## src/hw/rtl/gnct_pkg.sv

```systemverilog
`timescale 1ns / 1ps
// ----------------------------------------------------------------------------
// gnct_pkg
// Shared constants, codes and types of the gate crossing tracker.
// ----------------------------------------------------------------------------
package gnct_pkg;

   localparam int MAX_BLOBS_DEF  = 64;
   localparam int COORD_BITS_DEF = 12;

   localparam int GATE_W   = 13;
   localparam int DIST_W   = 9;
   localparam int LIMIT_W  = 2 * DIST_W;
   localparam int SLOT_W   = 6;
   localparam int FCNT_W   = 7;
   localparam int WIDE_W   = 32;
   localparam int CSR_AW   = 3;
   localparam int CSR_DW   = 32;

   localparam logic [GATE_W-1:0] GATE_RESET = GATE_W'(320);
   localparam logic [DIST_W-1:0] DIST_RESET = DIST_W'(60);

   localparam logic CSR_GATE_POSITION      = 1'b0;
   localparam logic CSR_MAX_MATCH_DISTANCE = 1'b1;

   localparam logic REQ_CENTROID = 1'b0;
   localparam logic REQ_EOF      = 1'b1;

   localparam logic KIND_MATCH   = 1'b0;
   localparam logic KIND_SUMMARY = 1'b1;

   typedef enum logic [1:0] {
      ST_IDLE,
      ST_SCAN,
      ST_DRAIN,
      ST_EMIT
   } state_type;

   typedef struct packed {
      logic start;
      logic scan_step;
      logic emit;
   } ctrl_cmd_type;

   typedef struct packed {
      logic list_full;
      logic prev_empty;
      logic scan_last;
      logic pipe_busy;
      logic out_free;
   } ctrl_status_type;

   typedef struct packed {
      logic              result_kind;
      logic              was_matched;
      logic [SLOT_W-1:0] match_slot;
      logic              gate_crossed;
      logic              capacity_overflow;
      logic [WIDE_W-1:0] frame_number;
      logic [WIDE_W-1:0] crossing_total;
      logic [FCNT_W-1:0] frame_crossings;
      logic [FCNT_W-1:0] frame_matches;
      logic [FCNT_W-1:0] previous_count;
      logic [FCNT_W-1:0] current_count;
   } rsp_payload_type;

endpackage

```

## src/hw/rtl/gnct_req_if.sv

```systemverilog
`timescale 1ns / 1ps
// ----------------------------------------------------------------------------
// gnct_req_if
// Input channel: one centroid or an end-of-frame marker per item.
// ----------------------------------------------------------------------------
interface gnct_req_if #(
   parameter int COORD_BITS = gnct_pkg::COORD_BITS_DEF
);
   logic                  valid;
   logic                  ready;
   logic                  req_type;
   logic [COORD_BITS-1:0] pos_x;
   logic [COORD_BITS-1:0] pos_y;

   modport source (output valid, output req_type, output pos_x, output pos_y, input ready);
   modport sink   (input valid, input req_type, input pos_x, input pos_y, output ready);
endinterface

```

## src/hw/rtl/gnct_rsp_if.sv

```systemverilog
`timescale 1ns / 1ps
// ----------------------------------------------------------------------------
// gnct_rsp_if
// Result channel: a per-centroid match result or a frame summary.
// ----------------------------------------------------------------------------
interface gnct_rsp_if;
   logic        valid;
   logic        ready;
   logic        result_kind;
   logic        was_matched;
   logic [5:0]  match_slot;
   logic        gate_crossed;
   logic        capacity_overflow;
   logic [31:0] frame_number;
   logic [31:0] crossing_total;
   logic [6:0]  frame_crossings;
   logic [6:0]  frame_matches;
   logic [6:0]  previous_count;
   logic [6:0]  current_count;

   modport source (
      output valid, input ready,
      output result_kind, output was_matched, output match_slot, output gate_crossed,
      output capacity_overflow, output frame_number, output crossing_total,
      output frame_crossings, output frame_matches, output previous_count,
      output current_count
   );
   modport sink (
      input valid, output ready,
      input result_kind, input was_matched, input match_slot, input gate_crossed,
      input capacity_overflow, input frame_number, input crossing_total,
      input frame_crossings, input frame_matches, input previous_count,
      input current_count
   );
endinterface

```

## src/hw/rtl/gnct_ram.sv

```systemverilog
`timescale 1ns / 1ps
// ----------------------------------------------------------------------------
// gnct_ram
// Generic single-write, single-read RAM with registered read data.
// ----------------------------------------------------------------------------
module gnct_ram #(
   parameter int WIDTH = 24,
   parameter int DEPTH = 128
) (
   input  logic                     clock,
   input  logic                     wr_en,
   input  logic [$clog2(DEPTH)-1:0] wr_addr,
   input  logic [WIDTH-1:0]         wr_data,
   input  logic                     rd_en,
   input  logic [$clog2(DEPTH)-1:0] rd_addr,
   output logic [WIDTH-1:0]         rd_data
);
   logic [WIDTH-1:0] mem_ff [DEPTH];
   logic [WIDTH-1:0] rd_data_ff;

   always_ff @(posedge clock) begin
      if (wr_en) begin
         mem_ff[wr_addr] <= wr_data;
      end
      if (rd_en) begin
         rd_data_ff <= mem_ff[rd_addr];
      end
   end

   assign rd_data = rd_data_ff;
endmodule

```

## src/hw/rtl/gnct_csr.sv

```systemverilog
`timescale 1ns / 1ps
// ----------------------------------------------------------------------------
// gnct_csr
// Register bank for the gate position and the largest match distance.
// ----------------------------------------------------------------------------
module gnct_csr (
   input  logic                        clock,
   input  logic                        reset,
   input  logic                        psel,
   input  logic                        penable,
   input  logic                        pwrite,
   input  logic [gnct_pkg::CSR_AW-1:0] paddr,
   input  logic [gnct_pkg::CSR_DW-1:0] pwdata,
   output logic [gnct_pkg::CSR_DW-1:0] prdata,
   output logic                        pready,
   output logic [gnct_pkg::GATE_W-1:0] gate_position,
   output logic [gnct_pkg::DIST_W-1:0] max_match_distance
);
   import gnct_pkg::*;

   logic [GATE_W-1:0] gate_ff, gate_in;
   logic [DIST_W-1:0] dist_ff, dist_in;
   logic              wr_hit;
   logic              reg_sel;

   assign pready  = 1'b1;
   assign reg_sel = paddr[2];
   assign wr_hit  = psel & penable & pwrite;

   always_comb begin
      gate_in = gate_ff;
      dist_in = dist_ff;
      if (wr_hit) begin
         unique case (reg_sel)
            CSR_GATE_POSITION:      gate_in = pwdata[GATE_W-1:0];
            CSR_MAX_MATCH_DISTANCE: dist_in = pwdata[DIST_W-1:0];
            default:                gate_in = gate_ff;
         endcase
      end
   end

   always_comb begin
      unique case (reg_sel)
         CSR_GATE_POSITION:      prdata = CSR_DW'(gate_ff);
         CSR_MAX_MATCH_DISTANCE: prdata = CSR_DW'(dist_ff);
         default:                prdata = '0;
      endcase
   end

   always_ff @(posedge clock) begin
      if (reset) begin
         gate_ff <= GATE_RESET;
         dist_ff <= DIST_RESET;
      end else begin
         gate_ff <= gate_in;
         dist_ff <= dist_in;
      end
   end

   assign gate_position      = gate_ff;
   assign max_match_distance = dist_ff;
endmodule

```

## src/hw/rtl/gnct_ctrl.sv

```systemverilog
`timescale 1ns / 1ps
// ----------------------------------------------------------------------------
// gnct_ctrl
// Sequencer: accepts an item, steps the scan of the previous list, waits
// for the distance pipeline to drain and hands the result to the output.
// ----------------------------------------------------------------------------
module gnct_ctrl (
   input  logic                      clock,
   input  logic                      reset,
   input  logic                      req_valid,
   input  logic                      req_type,
   output logic                      req_ready,
   input  gnct_pkg::ctrl_status_type status,
   output gnct_pkg::ctrl_cmd_type    cmd
);
   import gnct_pkg::*;

   state_type state_ff, state_in;

   always_ff @(posedge clock) begin
      if (reset) begin
         state_ff <= ST_IDLE;
      end else begin
         state_ff <= state_in;
      end
   end

   always_comb begin
      state_in      = state_ff;
      cmd           = '0;
      req_ready     = 1'b0;
      unique case (state_ff)
         ST_IDLE: begin
            req_ready = 1'b1;
            if (req_valid) begin
               cmd.start = 1'b1;
               if (req_type == REQ_EOF || status.list_full || status.prev_empty) begin
                  state_in = ST_EMIT;
               end else begin
                  state_in = ST_SCAN;
               end
            end
         end
         ST_SCAN: begin
            cmd.scan_step = 1'b1;
            if (status.scan_last) begin
               state_in = ST_DRAIN;
            end
         end
         ST_DRAIN: begin
            if (!status.pipe_busy) begin
               state_in = ST_EMIT;
            end
         end
         ST_EMIT: begin
            if (status.out_free) begin
               cmd.emit = 1'b1;
               state_in = ST_IDLE;
            end
         end
         default: state_in = ST_IDLE;
      endcase
   end
endmodule

```

## src/hw/rtl/gnct_datapath.sv

```systemverilog
`timescale 1ns / 1ps
// ----------------------------------------------------------------------------
// gnct_datapath
// Centroid banks, taken marks, three-stage distance pipeline, best-match
// tracking, frame counters and the result register.
// ----------------------------------------------------------------------------
module gnct_datapath #(
   parameter int MAX_BLOBS  = gnct_pkg::MAX_BLOBS_DEF,
   parameter int COORD_BITS = gnct_pkg::COORD_BITS_DEF
) (
   input  logic                            clock,
   input  logic                            reset,
   input  gnct_pkg::ctrl_cmd_type          cmd,
   output gnct_pkg::ctrl_status_type       status,
   input  logic                            req_type,
   input  logic [COORD_BITS-1:0]           pos_x,
   input  logic [COORD_BITS-1:0]           pos_y,
   input  logic [gnct_pkg::GATE_W-1:0]     gate_position,
   input  logic [gnct_pkg::DIST_W-1:0]     max_match_distance,
   input  logic                            rsp_ready,
   output logic                            rsp_valid,
   output gnct_pkg::rsp_payload_type       rsp_data
);
   import gnct_pkg::*;

   localparam int IDX_W      = (MAX_BLOBS > 1) ? $clog2(MAX_BLOBS) : 1;
   localparam int CNT_W      = $clog2(MAX_BLOBS + 1);
   localparam int BANK_DEPTH = 1 << IDX_W;
   localparam int ENTRY_W    = 2 * COORD_BITS;
   localparam int SUM_W      = 2 * COORD_BITS + 1;
   localparam int D2_W       = (SUM_W > 32) ? 32 : SUM_W;
   localparam int CMP_W      = (D2_W > LIMIT_W) ? D2_W : LIMIT_W;
   localparam int XW         = (GATE_W > COORD_BITS) ? GATE_W : COORD_BITS;

   // frame state
   logic                  bank_ff, bank_in;
   logic [CNT_W-1:0]      prev_count_ff, prev_count_in;
   logic [CNT_W-1:0]      cur_count_ff, cur_count_in;
   logic [BANK_DEPTH-1:0] taken_ff, taken_in;
   logic [FCNT_W-1:0]     fcross_ff, fcross_in;
   logic [FCNT_W-1:0]     fmatch_ff, fmatch_in;
   logic [WIDE_W-1:0]     frame_ctr_ff, frame_ctr_in;
   logic [WIDE_W-1:0]     total_ff, total_in;

   // item in progress
   logic [COORD_BITS-1:0] cur_x_ff, cur_x_in;
   logic [COORD_BITS-1:0] cur_y_ff, cur_y_in;
   logic                  eof_ff, eof_in;
   logic                  ovf_ff, ovf_in;
   logic [IDX_W-1:0]      scan_idx_ff, scan_idx_in;

   // pipeline
   logic                  s1_vld_ff, s1_vld_in;
   logic [IDX_W-1:0]      s1_idx_ff, s1_idx_in;
   logic                  s1_taken_ff, s1_taken_in;
   logic                  s2_vld_ff, s2_vld_in;
   logic [D2_W-1:0]       s2_d2_ff, s2_d2_in;
   logic [IDX_W-1:0]      s2_idx_ff;
   logic [COORD_BITS-1:0] s2_px_ff, s2_px_in;

   // best candidate
   logic [CMP_W-1:0]      best_d2_ff, best_d2_in;
   logic [IDX_W-1:0]      best_idx_ff, best_idx_in;
   logic [COORD_BITS-1:0] best_px_ff, best_px_in;
   logic                  found_ff, found_in;

   // result register
   logic                  rsp_valid_ff, rsp_valid_in;
   rsp_payload_type       rsp_data_ff, rsp_data_in;

   // memory and arithmetic
   logic                  ram_wr_en;
   logic [IDX_W:0]        ram_wr_addr;
   logic [IDX_W:0]        ram_rd_addr;
   logic [ENTRY_W-1:0]    ram_rd_data;
   logic [COORD_BITS-1:0] rd_px, rd_py;
   logic [COORD_BITS-1:0] dx, dy;
   logic [ENTRY_W-1:0]    dx_sq, dy_sq;
   logic [SUM_W-1:0]      d2_sum;
   logic [LIMIT_W-1:0]    limit;
   logic                  crossed;
   logic [WIDE_W-1:0]     new_total;

   gnct_ram #(
      .WIDTH (ENTRY_W),
      .DEPTH (2 * BANK_DEPTH)
   ) u_banks (
      .clock   (clock),
      .wr_en   (ram_wr_en),
      .wr_addr (ram_wr_addr),
      .wr_data ({pos_x, pos_y}),
      .rd_en   (cmd.scan_step),
      .rd_addr (ram_rd_addr),
      .rd_data (ram_rd_data)
   );

   assign ram_wr_en   = cmd.start & (req_type == REQ_CENTROID) & ~status.list_full;
   assign ram_wr_addr = {bank_ff, cur_count_ff[IDX_W-1:0]};
   assign ram_rd_addr = {~bank_ff, scan_idx_ff};

   assign rd_px  = ram_rd_data[ENTRY_W-1:COORD_BITS];
   assign rd_py  = ram_rd_data[COORD_BITS-1:0];
   assign dx     = (cur_x_ff >= rd_px) ? cur_x_ff - rd_px : rd_px - cur_x_ff;
   assign dy     = (cur_y_ff >= rd_py) ? cur_y_ff - rd_py : rd_py - cur_y_ff;
   assign dx_sq  = dx * dx;
   assign dy_sq  = dy * dy;
   assign d2_sum = SUM_W'(dx_sq) + SUM_W'(dy_sq);
   assign limit  = max_match_distance * max_match_distance;

   assign crossed = found_ff
                  & (XW'(best_px_ff) < XW'(gate_position))
                  & (XW'(cur_x_ff) >= XW'(gate_position));
   assign new_total = total_ff + WIDE_W'(fcross_ff);

   assign status.list_full  = (cur_count_ff == CNT_W'(MAX_BLOBS));
   assign status.prev_empty = (prev_count_ff == '0);
   assign status.scan_last  = (CNT_W'(scan_idx_ff) == prev_count_ff - CNT_W'(1));
   assign status.pipe_busy  = s1_vld_ff | s2_vld_ff;
   assign status.out_free   = ~rsp_valid_ff | rsp_ready;

   always_comb begin
      bank_in       = bank_ff;
      prev_count_in = prev_count_ff;
      cur_count_in  = cur_count_ff;
      taken_in      = taken_ff;
      fcross_in     = fcross_ff;
      fmatch_in     = fmatch_ff;
      frame_ctr_in  = frame_ctr_ff;
      total_in      = total_ff;
      cur_x_in      = cur_x_ff;
      cur_y_in      = cur_y_ff;
      eof_in        = eof_ff;
      ovf_in        = ovf_ff;
      scan_idx_in   = scan_idx_ff;
      best_d2_in    = best_d2_ff;
      best_idx_in   = best_idx_ff;
      best_px_in    = best_px_ff;
      found_in      = found_ff;
      rsp_data_in   = rsp_data_ff;
      rsp_valid_in  = rsp_valid_ff & ~rsp_ready;

      // accept
      if (cmd.start) begin
         cur_x_in    = pos_x;
         cur_y_in    = pos_y;
         eof_in      = (req_type == REQ_EOF);
         ovf_in      = (req_type == REQ_CENTROID) & status.list_full;
         scan_idx_in = '0;
         best_d2_in  = CMP_W'(limit);
         best_idx_in = '0;
         best_px_in  = '0;
         found_in    = 1'b0;
         if (ram_wr_en) begin
            cur_count_in = cur_count_ff + CNT_W'(1);
         end
      end

      // scan issue
      s1_vld_in   = cmd.scan_step;
      s1_idx_in   = scan_idx_ff;
      s1_taken_in = taken_ff[scan_idx_ff];
      if (cmd.scan_step) begin
         scan_idx_in = scan_idx_ff + IDX_W'(1);
      end

      // distance stage
      s2_vld_in = s1_vld_ff & ~s1_taken_ff;
      s2_d2_in  = D2_W'(d2_sum);
      s2_px_in  = rd_px;

      // compare stage, later index wins ties
      if (s2_vld_ff && (CMP_W'(s2_d2_ff) <= best_d2_ff)) begin
         best_d2_in  = CMP_W'(s2_d2_ff);
         best_idx_in = s2_idx_ff;
         best_px_in  = s2_px_ff;
         found_in    = 1'b1;
      end

      // result
      if (cmd.emit) begin
         rsp_valid_in = 1'b1;
         rsp_data_in  = '0;
         if (eof_ff) begin
            rsp_data_in.result_kind     = KIND_SUMMARY;
            rsp_data_in.frame_number    = frame_ctr_ff;
            rsp_data_in.crossing_total  = new_total;
            rsp_data_in.frame_crossings = fcross_ff;
            rsp_data_in.frame_matches   = fmatch_ff;
            rsp_data_in.previous_count  = FCNT_W'(prev_count_ff);
            rsp_data_in.current_count   = FCNT_W'(cur_count_ff);
            total_in      = new_total;
            prev_count_in = cur_count_ff;
            cur_count_in  = '0;
            bank_in       = ~bank_ff;
            taken_in      = '0;
            fcross_in     = '0;
            fmatch_in     = '0;
            frame_ctr_in  = frame_ctr_ff + WIDE_W'(1);
         end else if (ovf_ff) begin
            rsp_data_in.result_kind       = KIND_MATCH;
            rsp_data_in.capacity_overflow = 1'b1;
         end else begin
            rsp_data_in.result_kind = KIND_MATCH;
            if (found_ff) begin
               rsp_data_in.was_matched  = 1'b1;
               rsp_data_in.match_slot   = SLOT_W'(best_idx_ff);
               rsp_data_in.gate_crossed = crossed;
               taken_in[best_idx_ff]    = 1'b1;
               fmatch_in                = fmatch_ff + FCNT_W'(1);
               if (crossed) begin
                  fcross_in = fcross_ff + FCNT_W'(1);
               end
            end
         end
      end
   end

   always_ff @(posedge clock) begin
      if (reset) begin
         bank_ff       <= 1'b0;
         prev_count_ff <= '0;
         cur_count_ff  <= '0;
         taken_ff      <= '0;
         fcross_ff     <= '0;
         fmatch_ff     <= '0;
         frame_ctr_ff  <= '0;
         total_ff      <= '0;
         s1_vld_ff     <= 1'b0;
         s2_vld_ff     <= 1'b0;
         rsp_valid_ff  <= 1'b0;
      end else begin
         bank_ff       <= bank_in;
         prev_count_ff <= prev_count_in;
         cur_count_ff  <= cur_count_in;
         taken_ff      <= taken_in;
         fcross_ff     <= fcross_in;
         fmatch_ff     <= fmatch_in;
         frame_ctr_ff  <= frame_ctr_in;
         total_ff      <= total_in;
         s1_vld_ff     <= s1_vld_in;
         s2_vld_ff     <= s2_vld_in;
         rsp_valid_ff  <= rsp_valid_in;
      end
   end

   always_ff @(posedge clock) begin
      cur_x_ff    <= cur_x_in;
      cur_y_ff    <= cur_y_in;
      eof_ff      <= eof_in;
      ovf_ff      <= ovf_in;
      scan_idx_ff <= scan_idx_in;
      s1_idx_ff   <= s1_idx_in;
      s1_taken_ff <= s1_taken_in;
      s2_d2_ff    <= s2_d2_in;
      s2_idx_ff   <= s1_idx_ff;
      s2_px_ff    <= s2_px_in;
      best_d2_ff  <= best_d2_in;
      best_idx_ff <= best_idx_in;
      best_px_ff  <= best_px_in;
      found_ff    <= found_in;
      rsp_data_ff <= rsp_data_in;
   end

   assign rsp_valid = rsp_valid_ff;
   assign rsp_data  = rsp_data_ff;
endmodule

```

## src/hw/rtl/greedy_nn_gate_crossing_tracker_core.sv

```systemverilog
`timescale 1ns / 1ps
// a centroid is accepted, scans the previous list, waits for the distance pipeline to
// drain and is then loaded into the result register; end of frame, list-full and
// empty-previous-list items skip the scan; a stalled result register adds its stall
// one item at a time: no new item is accepted until the result of the last one is
// loaded into the result register, and the bank scan reads one entry per cycle
// reset: synchronous, clears lists, taken marks, counters and the result register
// ----------------------------------------------------------------------------
// greedy_nn_gate_crossing_tracker_core
// Greedy nearest-neighbour centroid tracker with a vertical counting gate.
// ----------------------------------------------------------------------------
module greedy_nn_gate_crossing_tracker_core #(
   parameter int MAX_BLOBS  = gnct_pkg::MAX_BLOBS_DEF,
   parameter int COORD_BITS = gnct_pkg::COORD_BITS_DEF
) (
   input  logic                        clock,
   input  logic                        reset,
   gnct_req_if.sink                    req_ch,
   gnct_rsp_if.source                  rsp_ch,
   input  logic                        psel,
   input  logic                        penable,
   input  logic                        pwrite,
   input  logic [gnct_pkg::CSR_AW-1:0] paddr,
   input  logic [gnct_pkg::CSR_DW-1:0] pwdata,
   output logic [gnct_pkg::CSR_DW-1:0] prdata,
   output logic                        pready
);
   import gnct_pkg::*;

   ctrl_cmd_type      cmd;
   ctrl_status_type   status;
   rsp_payload_type   rsp_data;
   logic              rsp_valid;
   logic [GATE_W-1:0] gate_position;
   logic [DIST_W-1:0] max_match_distance;

   gnct_csr u_csr (
      .clock              (clock),
      .reset              (reset),
      .psel               (psel),
      .penable            (penable),
      .pwrite             (pwrite),
      .paddr              (paddr),
      .pwdata             (pwdata),
      .prdata             (prdata),
      .pready             (pready),
      .gate_position      (gate_position),
      .max_match_distance (max_match_distance)
   );

   gnct_ctrl u_ctrl (
      .clock     (clock),
      .reset     (reset),
      .req_valid (req_ch.valid),
      .req_type  (req_ch.req_type),
      .req_ready (req_ch.ready),
      .status    (status),
      .cmd       (cmd)
   );

   gnct_datapath #(
      .MAX_BLOBS  (MAX_BLOBS),
      .COORD_BITS (COORD_BITS)
   ) u_datapath (
      .clock              (clock),
      .reset              (reset),
      .cmd                (cmd),
      .status             (status),
      .req_type           (req_ch.req_type),
      .pos_x              (req_ch.pos_x),
      .pos_y              (req_ch.pos_y),
      .gate_position      (gate_position),
      .max_match_distance (max_match_distance),
      .rsp_ready          (rsp_ch.ready),
      .rsp_valid          (rsp_valid),
      .rsp_data           (rsp_data)
   );

   assign rsp_ch.valid             = rsp_valid;
   assign rsp_ch.result_kind       = rsp_data.result_kind;
   assign rsp_ch.was_matched       = rsp_data.was_matched;
   assign rsp_ch.match_slot        = rsp_data.match_slot;
   assign rsp_ch.gate_crossed      = rsp_data.gate_crossed;
   assign rsp_ch.capacity_overflow = rsp_data.capacity_overflow;
   assign rsp_ch.frame_number      = rsp_data.frame_number;
   assign rsp_ch.crossing_total    = rsp_data.crossing_total;
   assign rsp_ch.frame_crossings   = rsp_data.frame_crossings;
   assign rsp_ch.frame_matches     = rsp_data.frame_matches;
   assign rsp_ch.previous_count    = rsp_data.previous_count;
   assign rsp_ch.current_count     = rsp_data.current_count;

`ifndef SYNTH
   a_emit_needs_slot : assert property (@(posedge clock) disable iff (reset)
      cmd.emit |-> status.out_free)
      else $error("result loaded while output register still full");

   a_scan_needs_list : assert property (@(posedge clock) disable iff (reset)
      cmd.scan_step |-> !status.prev_empty)
      else $error("scan issued against an empty previous list");

   a_idle_pipe_empty : assert property (@(posedge clock) disable iff (reset)
      req_ch.ready |-> !status.pipe_busy)
      else $error("new item accepted while distance pipeline busy");
`endif
endmodule
```

## src/flat_wrapper.sv

```systemverilog
// flat-port wrapper written by rule: the top's interface ports become plain ports
module greedy_nn_gate_crossing_tracker_core_flat import gnct_pkg::*;
#(
   parameter int MAX_BLOBS  = gnct_pkg::MAX_BLOBS_DEF,
   parameter int COORD_BITS = gnct_pkg::COORD_BITS_DEF
)
  (clock, reset, psel, penable, pwrite, paddr, pwdata, prdata, pready, req_ch_valid, req_ch_req_type, req_ch_pos_x, req_ch_pos_y, req_ch_ready, rsp_ch_valid, rsp_ch_ready, rsp_ch_result_kind, rsp_ch_was_matched, rsp_ch_match_slot, rsp_ch_gate_crossed, rsp_ch_capacity_overflow, rsp_ch_frame_number, rsp_ch_crossing_total, rsp_ch_frame_crossings, rsp_ch_frame_matches, rsp_ch_previous_count, rsp_ch_current_count);
  gnct_req_if #(.COORD_BITS(COORD_BITS)) req_ch_i ();
  gnct_rsp_if rsp_ch_i ();
  input  logic clock;
  input  logic reset;
  input  logic psel;
  input  logic penable;
  input  logic pwrite;
  input  logic [gnct_pkg::CSR_AW-1:0] paddr;
  input  logic [gnct_pkg::CSR_DW-1:0] pwdata;
  output logic [gnct_pkg::CSR_DW-1:0] prdata;
  output logic pready;
  input wire logic [$bits(req_ch_i.valid)-1:0] req_ch_valid;
  input wire logic [$bits(req_ch_i.req_type)-1:0] req_ch_req_type;
  input wire logic [$bits(req_ch_i.pos_x)-1:0] req_ch_pos_x;
  input wire logic [$bits(req_ch_i.pos_y)-1:0] req_ch_pos_y;
  output wire logic [$bits(req_ch_i.ready)-1:0] req_ch_ready;
  output wire logic [$bits(rsp_ch_i.valid)-1:0] rsp_ch_valid;
  input wire logic [$bits(rsp_ch_i.ready)-1:0] rsp_ch_ready;
  output wire logic [$bits(rsp_ch_i.result_kind)-1:0] rsp_ch_result_kind;
  output wire logic [$bits(rsp_ch_i.was_matched)-1:0] rsp_ch_was_matched;
  output wire logic [$bits(rsp_ch_i.match_slot)-1:0] rsp_ch_match_slot;
  output wire logic [$bits(rsp_ch_i.gate_crossed)-1:0] rsp_ch_gate_crossed;
  output wire logic [$bits(rsp_ch_i.capacity_overflow)-1:0] rsp_ch_capacity_overflow;
  output wire logic [$bits(rsp_ch_i.frame_number)-1:0] rsp_ch_frame_number;
  output wire logic [$bits(rsp_ch_i.crossing_total)-1:0] rsp_ch_crossing_total;
  output wire logic [$bits(rsp_ch_i.frame_crossings)-1:0] rsp_ch_frame_crossings;
  output wire logic [$bits(rsp_ch_i.frame_matches)-1:0] rsp_ch_frame_matches;
  output wire logic [$bits(rsp_ch_i.previous_count)-1:0] rsp_ch_previous_count;
  output wire logic [$bits(rsp_ch_i.current_count)-1:0] rsp_ch_current_count;
  assign req_ch_i.valid = req_ch_valid;
  assign req_ch_i.req_type = req_ch_req_type;
  assign req_ch_i.pos_x = req_ch_pos_x;
  assign req_ch_i.pos_y = req_ch_pos_y;
  assign req_ch_ready = req_ch_i.ready;
  assign rsp_ch_valid = rsp_ch_i.valid;
  assign rsp_ch_i.ready = rsp_ch_ready;
  assign rsp_ch_result_kind = rsp_ch_i.result_kind;
  assign rsp_ch_was_matched = rsp_ch_i.was_matched;
  assign rsp_ch_match_slot = rsp_ch_i.match_slot;
  assign rsp_ch_gate_crossed = rsp_ch_i.gate_crossed;
  assign rsp_ch_capacity_overflow = rsp_ch_i.capacity_overflow;
  assign rsp_ch_frame_number = rsp_ch_i.frame_number;
  assign rsp_ch_crossing_total = rsp_ch_i.crossing_total;
  assign rsp_ch_frame_crossings = rsp_ch_i.frame_crossings;
  assign rsp_ch_frame_matches = rsp_ch_i.frame_matches;
  assign rsp_ch_previous_count = rsp_ch_i.previous_count;
  assign rsp_ch_current_count = rsp_ch_i.current_count;
  greedy_nn_gate_crossing_tracker_core #(.MAX_BLOBS(MAX_BLOBS), .COORD_BITS(COORD_BITS)) u_core (.clock(clock), .reset(reset), .req_ch(req_ch_i), .rsp_ch(rsp_ch_i), .psel(psel), .penable(penable), .pwrite(pwrite), .paddr(paddr), .pwdata(pwdata), .prdata(prdata), .pready(pready));
endmodule
```

## config.mk

```make
export PLATFORM = sky130hd
export DESIGN_NAME = greedy_nn_gate_crossing_tracker_core_flat
export DESIGN_NICKNAME = d
export VERILOG_FILES = /design/src/hw/rtl/gnct_pkg.sv /design/src/hw/rtl/gnct_req_if.sv /design/src/hw/rtl/gnct_rsp_if.sv /design/src/hw/rtl/gnct_ram.sv /design/src/hw/rtl/gnct_csr.sv /design/src/hw/rtl/gnct_ctrl.sv /design/src/hw/rtl/gnct_datapath.sv /design/src/hw/rtl/greedy_nn_gate_crossing_tracker_core.sv /design/src/flat_wrapper.sv
export SDC_FILE = /design/constraint.sdc
export NUM_CORES = 2
export LEC_CHECK = 0
export BUFFER_PORTS_ARGS = -buffer_cell sky130_fd_sc_hd__buf_2
export CAP_MARGIN = 5
export CELL_PAD_IN_SITES_DETAIL_PLACEMENT = 2
export CELL_PAD_IN_SITES_GLOBAL_PLACEMENT = 2
export CORE_MARGIN = 2
export CORE_UTILIZATION = 30
export CTS_CLUSTER_DIAMETER = 200
export DETAILED_ROUTE_END_ITERATION = 10
export GPL_ROUTABILITY_DRIVEN = 0
export PLACE_DENSITY = 0.61
export SLEW_MARGIN = 20
export SYNTH_ARGS = -nofsm -noshare
export SYNTH_HDL_FRONTEND = slang
export SYNTH_HIERARCHICAL = 1
export SYNTH_SLANG_ARGS = --single-unit
```

## constraint.sdc

```tcl
create_clock -name clock -period 22.4 [get_ports clock]
set_input_delay 1.12 -clock clock [delete_from_list [all_inputs] [get_ports clock]]
set_output_delay 1.12 -clock clock [all_outputs]
set_load 0.02 [all_outputs]
```

; ---- Word-level counts from Yosys, hierarchy flattened
; Memory sizes are Yosys's and may differ from the RTL's. A register that Yosys moved wholly into a read port is not among the register bits.
; Index checks and enable logic that the tools add are counted.
[word_totals]
reg_bits = 412
latch_bits = 0
ramBits = 3072
rom_bits = 0
inputBits = 67
wordCells = 157
memories = 1
[mem_list]
columns = name, depth, width, rd, rd_ports_with_merged_regs, write_ports, line
row1 = u_core.u_datapath.u_banks.mem_ff, 128, 24, 1, 1, 1, gnct_ram.sv:18  ; logic [WIDTH-1:0] mem_ff [DEPTH];
[classes]
n_addsub = 12
n_mul = 3
n_div = 0
magnitude_cmp = 8
eq_ne = 10
shifts = 0
mux = 46
bitwise = 20
reduce_logical = 18
[op_table]
columns = cell, count
row1 = 2-to-1 mux 64 bit, 3
row2 = 2-to-1 mux 7 bit, 11
row3 = bitwise OR 64 bit, 1
row4 = one-hot mux 32 bit (2 select lines), 1
row5 = 2-to-1 mux 25 bit, 2
row6 = multiplier 12 x 12 -> 24 bit, 2
row7 = 2-to-1 mux 12 bit, 4
row8 = subtractor 12 bit, 4
row9 = "adder 32 x 1 -> 32 bit, second input constant", 1
row10 = adder 32 x 7 -> 32 bit, 1
row11 = adder 24 x 24 -> 25 bit, 1
row12 = <= comparator 25 bit, 1
row13 = greater-or-equal comparator 12 bit, 2
row14 = "adder 7 x 1 -> 7 bit, second input constant", 3
row15 = multiplier 9 x 9 -> 18 bit, 1
row16 = 2-to-1 mux 6 bit, 3
row17 = "less-than comparator 6 x 7 -> 1 bit, second input constant", 2
row18 = greater-or-equal comparator 12 x 13 -> 1 bit, 1
row19 = less-than comparator 12 x 13 -> 1 bit, 1
row20 = 2-to-1 mux 1 bit, 13
row21 = 2-to-1 mux 2 bit, 5
row22 = AND 1 bit, 9
row23 = 2-to-1 mux 8 bit, 1
row24 = inverter 1 bit, 8
row25 = 23 further kinds, 36

; ---- Longest topological paths before layout
[logic_depth]
word_depth = 8
depth_mapped = 36
mapped_depth_nobuf = 35

; ---- Hierarchy
; The synthesis kept the hierarchy.
[by_module_without_submodules]
columns = mod, instances, cells_per_inst, area_each_um2, seq_area_each_um2
row1 = gnct_ram, 1, 4538, 117621.6, 92969.2
row2 = gnct_datapath, 1, 2886, 28614.9, 9539.1
row3 = gnct_csr, 1, 132, 1260.0, 440.4
row4 = gnct_ctrl, 1, 24, 212.7, 40.0

; ---- Least setup slack after synthesis
; Ideal clock, no wire load.
[synth_timing]
path_type = register to register
start = register u_core.u_datapath.cur_y_ff[0]
end = register u_core.u_datapath.s2_d2_ff[21]
setup_ns = 0.072
arrival_time_ns = 8.589
required_time_ns = 22.328
path_slack_ns = 13.739
stages_incl_launch_ff = 32
period_less_slack_ns = 8.661
cell_sequence = edfxtp_1 -> inv_1 -> ha_1 -> inv_1 -> fa_1 -> and3_1 -> nor2_1 -> nand2_1 -> a311o_1 -> mux2i_1 -> and3_1 -> or3_1 -> clkbuf_1 -> buf_2 -> nor2_1 -> fa_1 -> fa_1 -> fa_1 -> fa_1 -> fa_1 -> fa_1 -> inv_1 -> fa_1 -> inv_1 -> ha_1 -> or3_1 -> o21ai_0 -> a31oi_1 -> a2111oi_0 -> o21bai_1 -> a21oi_1 -> xnor2_1
[synth_between]
elab_chain_len = 4
word_cells_on_any_way = 6
classes_between = 3 x add/sub / 1 x mul / 1 x order compare / 1 x mux
[synth_rtl]
columns = item, line
row1 = from (decl), gnct_datapath.sv:47  ; logic [COORD_BITS-1:0] cur_y_ff, cur_y_in;
row2 = from (signal assigned), gnct_datapath.sv:248  ; cur_y_ff <= cur_y_in;
row3 = subtractor 12 bit / greater-or-equal comparator 12 bit (equally long branches), gnct_datapath.sv:104  ; assign dy = (cur_y_ff >= rd_py) ? cur_y_ff - rd_py : rd_py - cur_y_ff;
row4 = 2-to-1 mux 12 bit (*), gnct_datapath.sv:104
row5 = multiplier 12 x 12 -> 24 bit (*), gnct_datapath.sv:106  ; assign dy_sq = dy * dy;
row6 = adder 24 x 24 -> 25 bit (*), gnct_datapath.sv:107  ; assign d2_sum = SUM_W'(dx_sq) + SUM_W'(dy_sq);
row7 = net u_core.u_datapath.d2_sum[21], gnct_datapath.sv:79  ; logic [SUM_W-1:0] d2_sum;
row8 = to (signal assigned), gnct_datapath.sv:254  ; s2_d2_ff <= s2_d2_in;
row9 = to (decl), gnct_datapath.sv:57  ; logic [D2_W-1:0] s2_d2_ff, s2_d2_in;
; The timed path passes the listed nets; every way through them passes the cells marked *.
; A chain may end at the register's enable or synchronous reset.

; ---- Worst setup path in the final report
[layout_timing]
start = register u_core.u_datapath.cur_x_ff[6]
end = register u_core.u_datapath.s2_d2_ff[21]
[layout_between]
elab_chain_len = 4
word_cells_on_any_way = 6
classes_between = 3 x add/sub / 1 x mul / 1 x order compare / 1 x mux
[layout_rtl]
columns = item, line
row1 = from (decl), gnct_datapath.sv:46  ; logic [COORD_BITS-1:0] cur_x_ff, cur_x_in;
row2 = from (signal assigned), gnct_datapath.sv:247  ; cur_x_ff <= cur_x_in;
row3 = subtractor 12 bit / greater-or-equal comparator 12 bit (equally long branches), gnct_datapath.sv:103  ; assign dx = (cur_x_ff >= rd_px) ? cur_x_ff - rd_px : rd_px - cur_x_ff;
row4 = 2-to-1 mux 12 bit (*), gnct_datapath.sv:103
row5 = multiplier 12 x 12 -> 24 bit (*), gnct_datapath.sv:105  ; assign dx_sq = dx * dx;
row6 = adder 24 x 24 -> 25 bit (*), gnct_datapath.sv:107
row7 = net u_core.u_datapath.d2_sum[21], gnct_datapath.sv:79
; Marked as above.

==> summary by stage <==
Global routing
The via count of the first global-routing pass is 82,400. Entering global routing, the biggest net connects 141 pins. The first global-routing pass estimated 624,000 um of wire.

The total overflow reported by the global router is 0. The initial antenna violation count is 44. For this run, the total global-route usage over all layers was measured as 0.172.

Logic synthesis
The cell area after synthesis is 148,000 um2. Counting distinct cell types in the post-synthesis netlist gives 90. The synthesized instance count is 7,580.

Dividing the synthesized area by the synthesized cell count gives 19.5 um2. In the synthesized netlist the async set-or-reset flop fraction comes to 0. Of the synthesized area, sequential elements account for 0.697.

Among all flip-flop cells after synthesis, the most frequent one is edfxtp_1. The number of warnings printed during yosys synthesis is 6. The synthesized flop and latch total is 3,508.

The synthesized design contains 3,273 enable-type register cells.

Drt
The average vias per placed instance is 5.12. For this block, the initial DRC count from the detailed router was 7,139. The wire length reported by the detailed router is 437,000 um. After detailed routing, the met2 layer carries 213,000 um of wire. For this run, design rule violations remaining after detail routing come to 0. Signal routing reaches up to met5. The length of routed met3 wiring is 24,500 um.

After detailed routing, the average wire length per cell comes to 29.5 um. The first-pass detailed-route iteration total is 8. The number of vias in the routed layout is 75,800.

The length of routed wiring on met1 is 189,000 um. The detail route stage leaves a number of antenna-violating nets equal to 0.

Flow run
Max-cap violations in this run came to 0.

Critical path
STA classifies the critical path endpoint as a flip-flop. The critical register-to-register path startpoint is u_core/u_datapath/cur_x_ff[6]$_DFFE_PP_. The depth of the worst register-to-register path is 28. The maximum fanout along the worst path is 14.

The cell with the most instances on the worst path is fa_1. STA classifies the critical path startpoint as a flip-flop. The largest stage delay on the critical path is 880 ps. The critical path is of the flip-flop to flip-flop type. The slowest cell on the critical path is o31ai_2. At the worst endpoint, the arrival time is 11,510 ps. The setup check on the worst reg-to-reg path leaves a slack of 11,750 ps. In this run the critical register-to-register path is captured at u_core/u_datapath/s2_d2_ff[21]$_DFF_P_.

For the worst setup path, the data required time is 23,260 ps. The timing endpoint of the critical path is u_core/u_datapath/s2_d2_ff[21]$_DFF_P_. Tracing the worst setup path back leads to its startpoint at u_core/u_datapath/cur_x_ff[6]$_DFFE_PP_.

Clocking
The clock tree synthesis step divided the H-tree into 5 levels. The cts-stage hold buffer count is 0. The total clock sinks is 3,508.

At the later pin of the worst-skew pair, clock insertion delay measures 1020 ps. Once the clock tree was built, the setup fixing pass inserted 0 buffers. The root buffer cell chosen for the clock tree is clkbuf_16. The CTS tree is yes. No sink is reached through more buffers than the 4 on the longest clock path. The clock input transition at the sequential cells of the worst setup and hold paths is 60 ps. The total CTS buffers is 376. The post-cts repair resize count is 0.

Timing
Derived from the worst setup path, the maximum achievable clock frequency is 0.0939 GHz. The count of final max-slew check failures is 0. The accumulated negative setup slack is 0 ps. Setup violations remaining at the end of the flow were counted as 0. The worst clock skew is 91.5 ps. The period utilization is 0.476. Setup repair after global routing left no endpoint under its margin. The transition at the pin with the smallest max-transition slack is 1170 ps. The clock period could shrink to 10,650 ps. The final hold violation count is 0. Headroom to the max-slew limit came out at 0.223.

Floorplan
The die span in x is 706 um. The number of standard-cell rows in the floorplan is 257. The core region is 490,000 um2. The floorplan die area is 498,000 um2.

For this design the top-level I/O count stands at 204. The starting utilization of the core area is 0.301. The overall die height is 706 um.

Worst hold path
The tightest min-delay check is of the flip-flop to flip-flop type.

Placement
Buffers placed on the I/O ports in this run total 162. Summed over all nets, the half-perimeter wirelength after detailed placement is 262,000 um.

Final layout
The relative area change from synthesis to final layout is 15.2%. At the end of the flow the core is filled with cells to 0.347. The filler cell count in the final layout is 48,100.

The fraction of final layout cells sized beyond drive strength 1 is 0.264. The layout net count is 8,576.

Outcome
The flow ran to the end, and the final reports show no timing, DRC or antenna violations.
==> cells in the final DEF, fill, tap and decap left out, types with 55 or more instances in the layout <==
master	n
clkinv_1	78
nand2_1	186
buf_4	221
nor2_1	310
a21oi_1	158
ha_1	251
inv_1	420
o21ai_0	55
buf_2	137
clkinv_2	59
edfxtp_1	3273
clkbuf_1	88
fa_1	241
clkbuf_16	386
xor2_1	66
mux2_2	64
dfxtp_1	235
mux4_2	1029
xnor2_1	57
nand2b_1	64
nor2b_1	70
nor2_2	66
and2_1	109
==> metrics by stage <==
stage / hold slack (ps) / cells / setup WS [ps] / cell area, um2
2_1_floorplan: 310 / 7598 / 13740 / 148000
5_1_grt: 334 / 14800 / 10980 / 170000
3_3_place_gp: 312 / 14100 / 11810 / 157000
6_report: 319 / 14800 / 11750 / 170000
3_5_place_dp: 318 / 14100 / 11680 / 158000
4_1_cts: 329 / 14800 / 11640 / 170000
==> worst min path at each step <==
stage,start,to,depth (start not counted)
2_1_floorplan,u_core/u_datapath/s1_idx_ff[0]$_DFF_P_,u_core/u_datapath/s2_idx_ff[0]$_DFF_P_,0
3_3_place_gp,u_core/u_datapath/s1_idx_ff[2]$_DFF_P_,u_core/u_datapath/s2_idx_ff[2]$_DFF_P_,0
3_5_place_dp,u_core/u_datapath/s1_idx_ff[1]$_DFF_P_,u_core/u_datapath/s2_idx_ff[1]$_DFF_P_,0
4_1_cts,u_core/u_datapath/s1_idx_ff[0]$_DFF_P_,u_core/u_datapath/s2_idx_ff[0]$_DFF_P_,0
5_1_grt,u_core/u_datapath/s1_idx_ff[5]$_DFF_P_,u_core/u_datapath/s2_idx_ff[5]$_DFF_P_,0
6_report,u_core/u_datapath/s1_idx_ff[0]$_DFF_P_,u_core/u_datapath/s2_idx_ff[0]$_DFF_P_,0
==> state kept, by name, indices dropped and copies added (netlist names), 2 cells and up <==
signal / count
u_core/u_datapath/u_banks/mem_ff: 3072
u_core/u_datapath/rsp_data: 102
u_core/u_datapath/taken_ff: 64
u_core/u_datapath/frame_ctr_ff: 32
u_core/u_datapath/total_ff: 32
u_core/u_datapath/best_d2_ff: 25
u_core/u_datapath/s2_d2_ff: 25
u_core/u_datapath/u_banks/rd_data: 24
u_core/u_csr/gate_position: 13
u_core/u_datapath/best_px_ff: 12
u_core/u_datapath/cur_x_ff: 12
u_core/u_datapath/cur_y_ff: 12
u_core/u_datapath/s2_px_ff: 12
u_core/u_csr/max_match_distance: 9
u_core/u_datapath/cur_count_ff: 7
u_core/u_datapath/fcross_ff: 7
u_core/u_datapath/fmatch_ff: 7
u_core/u_datapath/prev_count_ff: 7
u_core/u_datapath/best_idx_ff: 6
u_core/u_datapath/s1_idx_ff: 6
u_core/u_datapath/s1_idx_in: 6
u_core/u_datapath/s2_idx_ff: 6
u_core/u_ctrl/state_ff: 2
==> routing by layer <==
layer / track usage / vias to the layer above
met1: 0.240 / 41900
met4: 0.0396 / 6
met3: 0.0219 / 509
li1: - / 30900
met5: 0 / -
met2: 0.289 / 2450
==> synthesized netlist by cell type (8+ instances only) <==
master,count,area (um2)
edfxtp_1,3273,98300
mux4_2,1029,23200
nor2_1,429,1610
inv_1,421,1580
ha_1,252,3150
fa_1,241,4820
dfxtp_1,235,4700
clkbuf_1,232,871
nand2_1,186,698
a21oi_1,160,801
and2_1,111,694
nor2b_1,70,438
buf_2,68,340
nand2b_1,66,413
xor2_1,66,578
mux2_2,64,721
xnor2_1,57,499
nor3_1,56,280
o21ai_0,55,275
nand3_1,49,245
a21o_1,45,338
mux2i_1,43,430
buf_1,36,135
nand4_1,33,206
or3_1,26,163
and3_1,25,156
buf_4,22,165
o211ai_1,17,128
a31oi_1,16,100
o31ai_1,15,113
a211oi_1,14,105
o21a_1,13,97.6
nor3b_1,12,90.1
or4_1,12,90.1
or2_2,9,56.3
inv_2,8,30.0
o2111ai_1,8,70.1
==> cell families (layout without fill, tap and decap cells) <==
group / after synthesis / after routing / share of synthesized area
flops: 3508 / 3508 / 0.697
other cells: 2 / 33 / 0.0000508
fa+ha+maj: 493 / 493 / 0.0540
buf+inv: 794 / 1513 / 0.0216
xor+xnor: 130 / 130 / 0.00829
compound gates: 401 / 401 / 0.0174
simple gates: 1115 / 1115 / 0.0366
mux: 1137 / 1137 / 0.165
==> critical path: cells and delay by family (launching register included) <==
| kind | cells | cell delay, ps |
|---|---|---|
| buffers and inverters | 4 | 210 |
| muxes | 1 | 460 |
| AOI/OAI and AO/OA | 10 | 4320 |
| and+or+nand+nor | 3 | 690 |
| DFF | 1 | 450 |
| xor gates and xnor gates | 1 | 140 |
| adders and majority gates | 9 | 4270 |
==> layout make-up <==
| cell class | count | area (um2) | share of cell area |
|---|---|---|---|
| Clock buffer | 478 | 10000 | 0.0590 |
| Tap cell | 6475 | 8100 | 0.0476 |
| Timing Repair Buffer | 403 | 3400 | 0.0200 |
| Sequential cell | 3508 | 103000 | 0.605 |
| Antenna cell | 13 | 32.5 | 0.000191 |
| Inverter | 431 | 1620 | 0.00952 |
| Clock inverter | 201 | 1750 | 0.0103 |
| Multi-Input combinational cell | 3296 | 42300 | 0.248 |
Power is left out: the tool's default activity adds up to more than one toggle a clock period on the data nets, which glitch-free logic cannot reach.
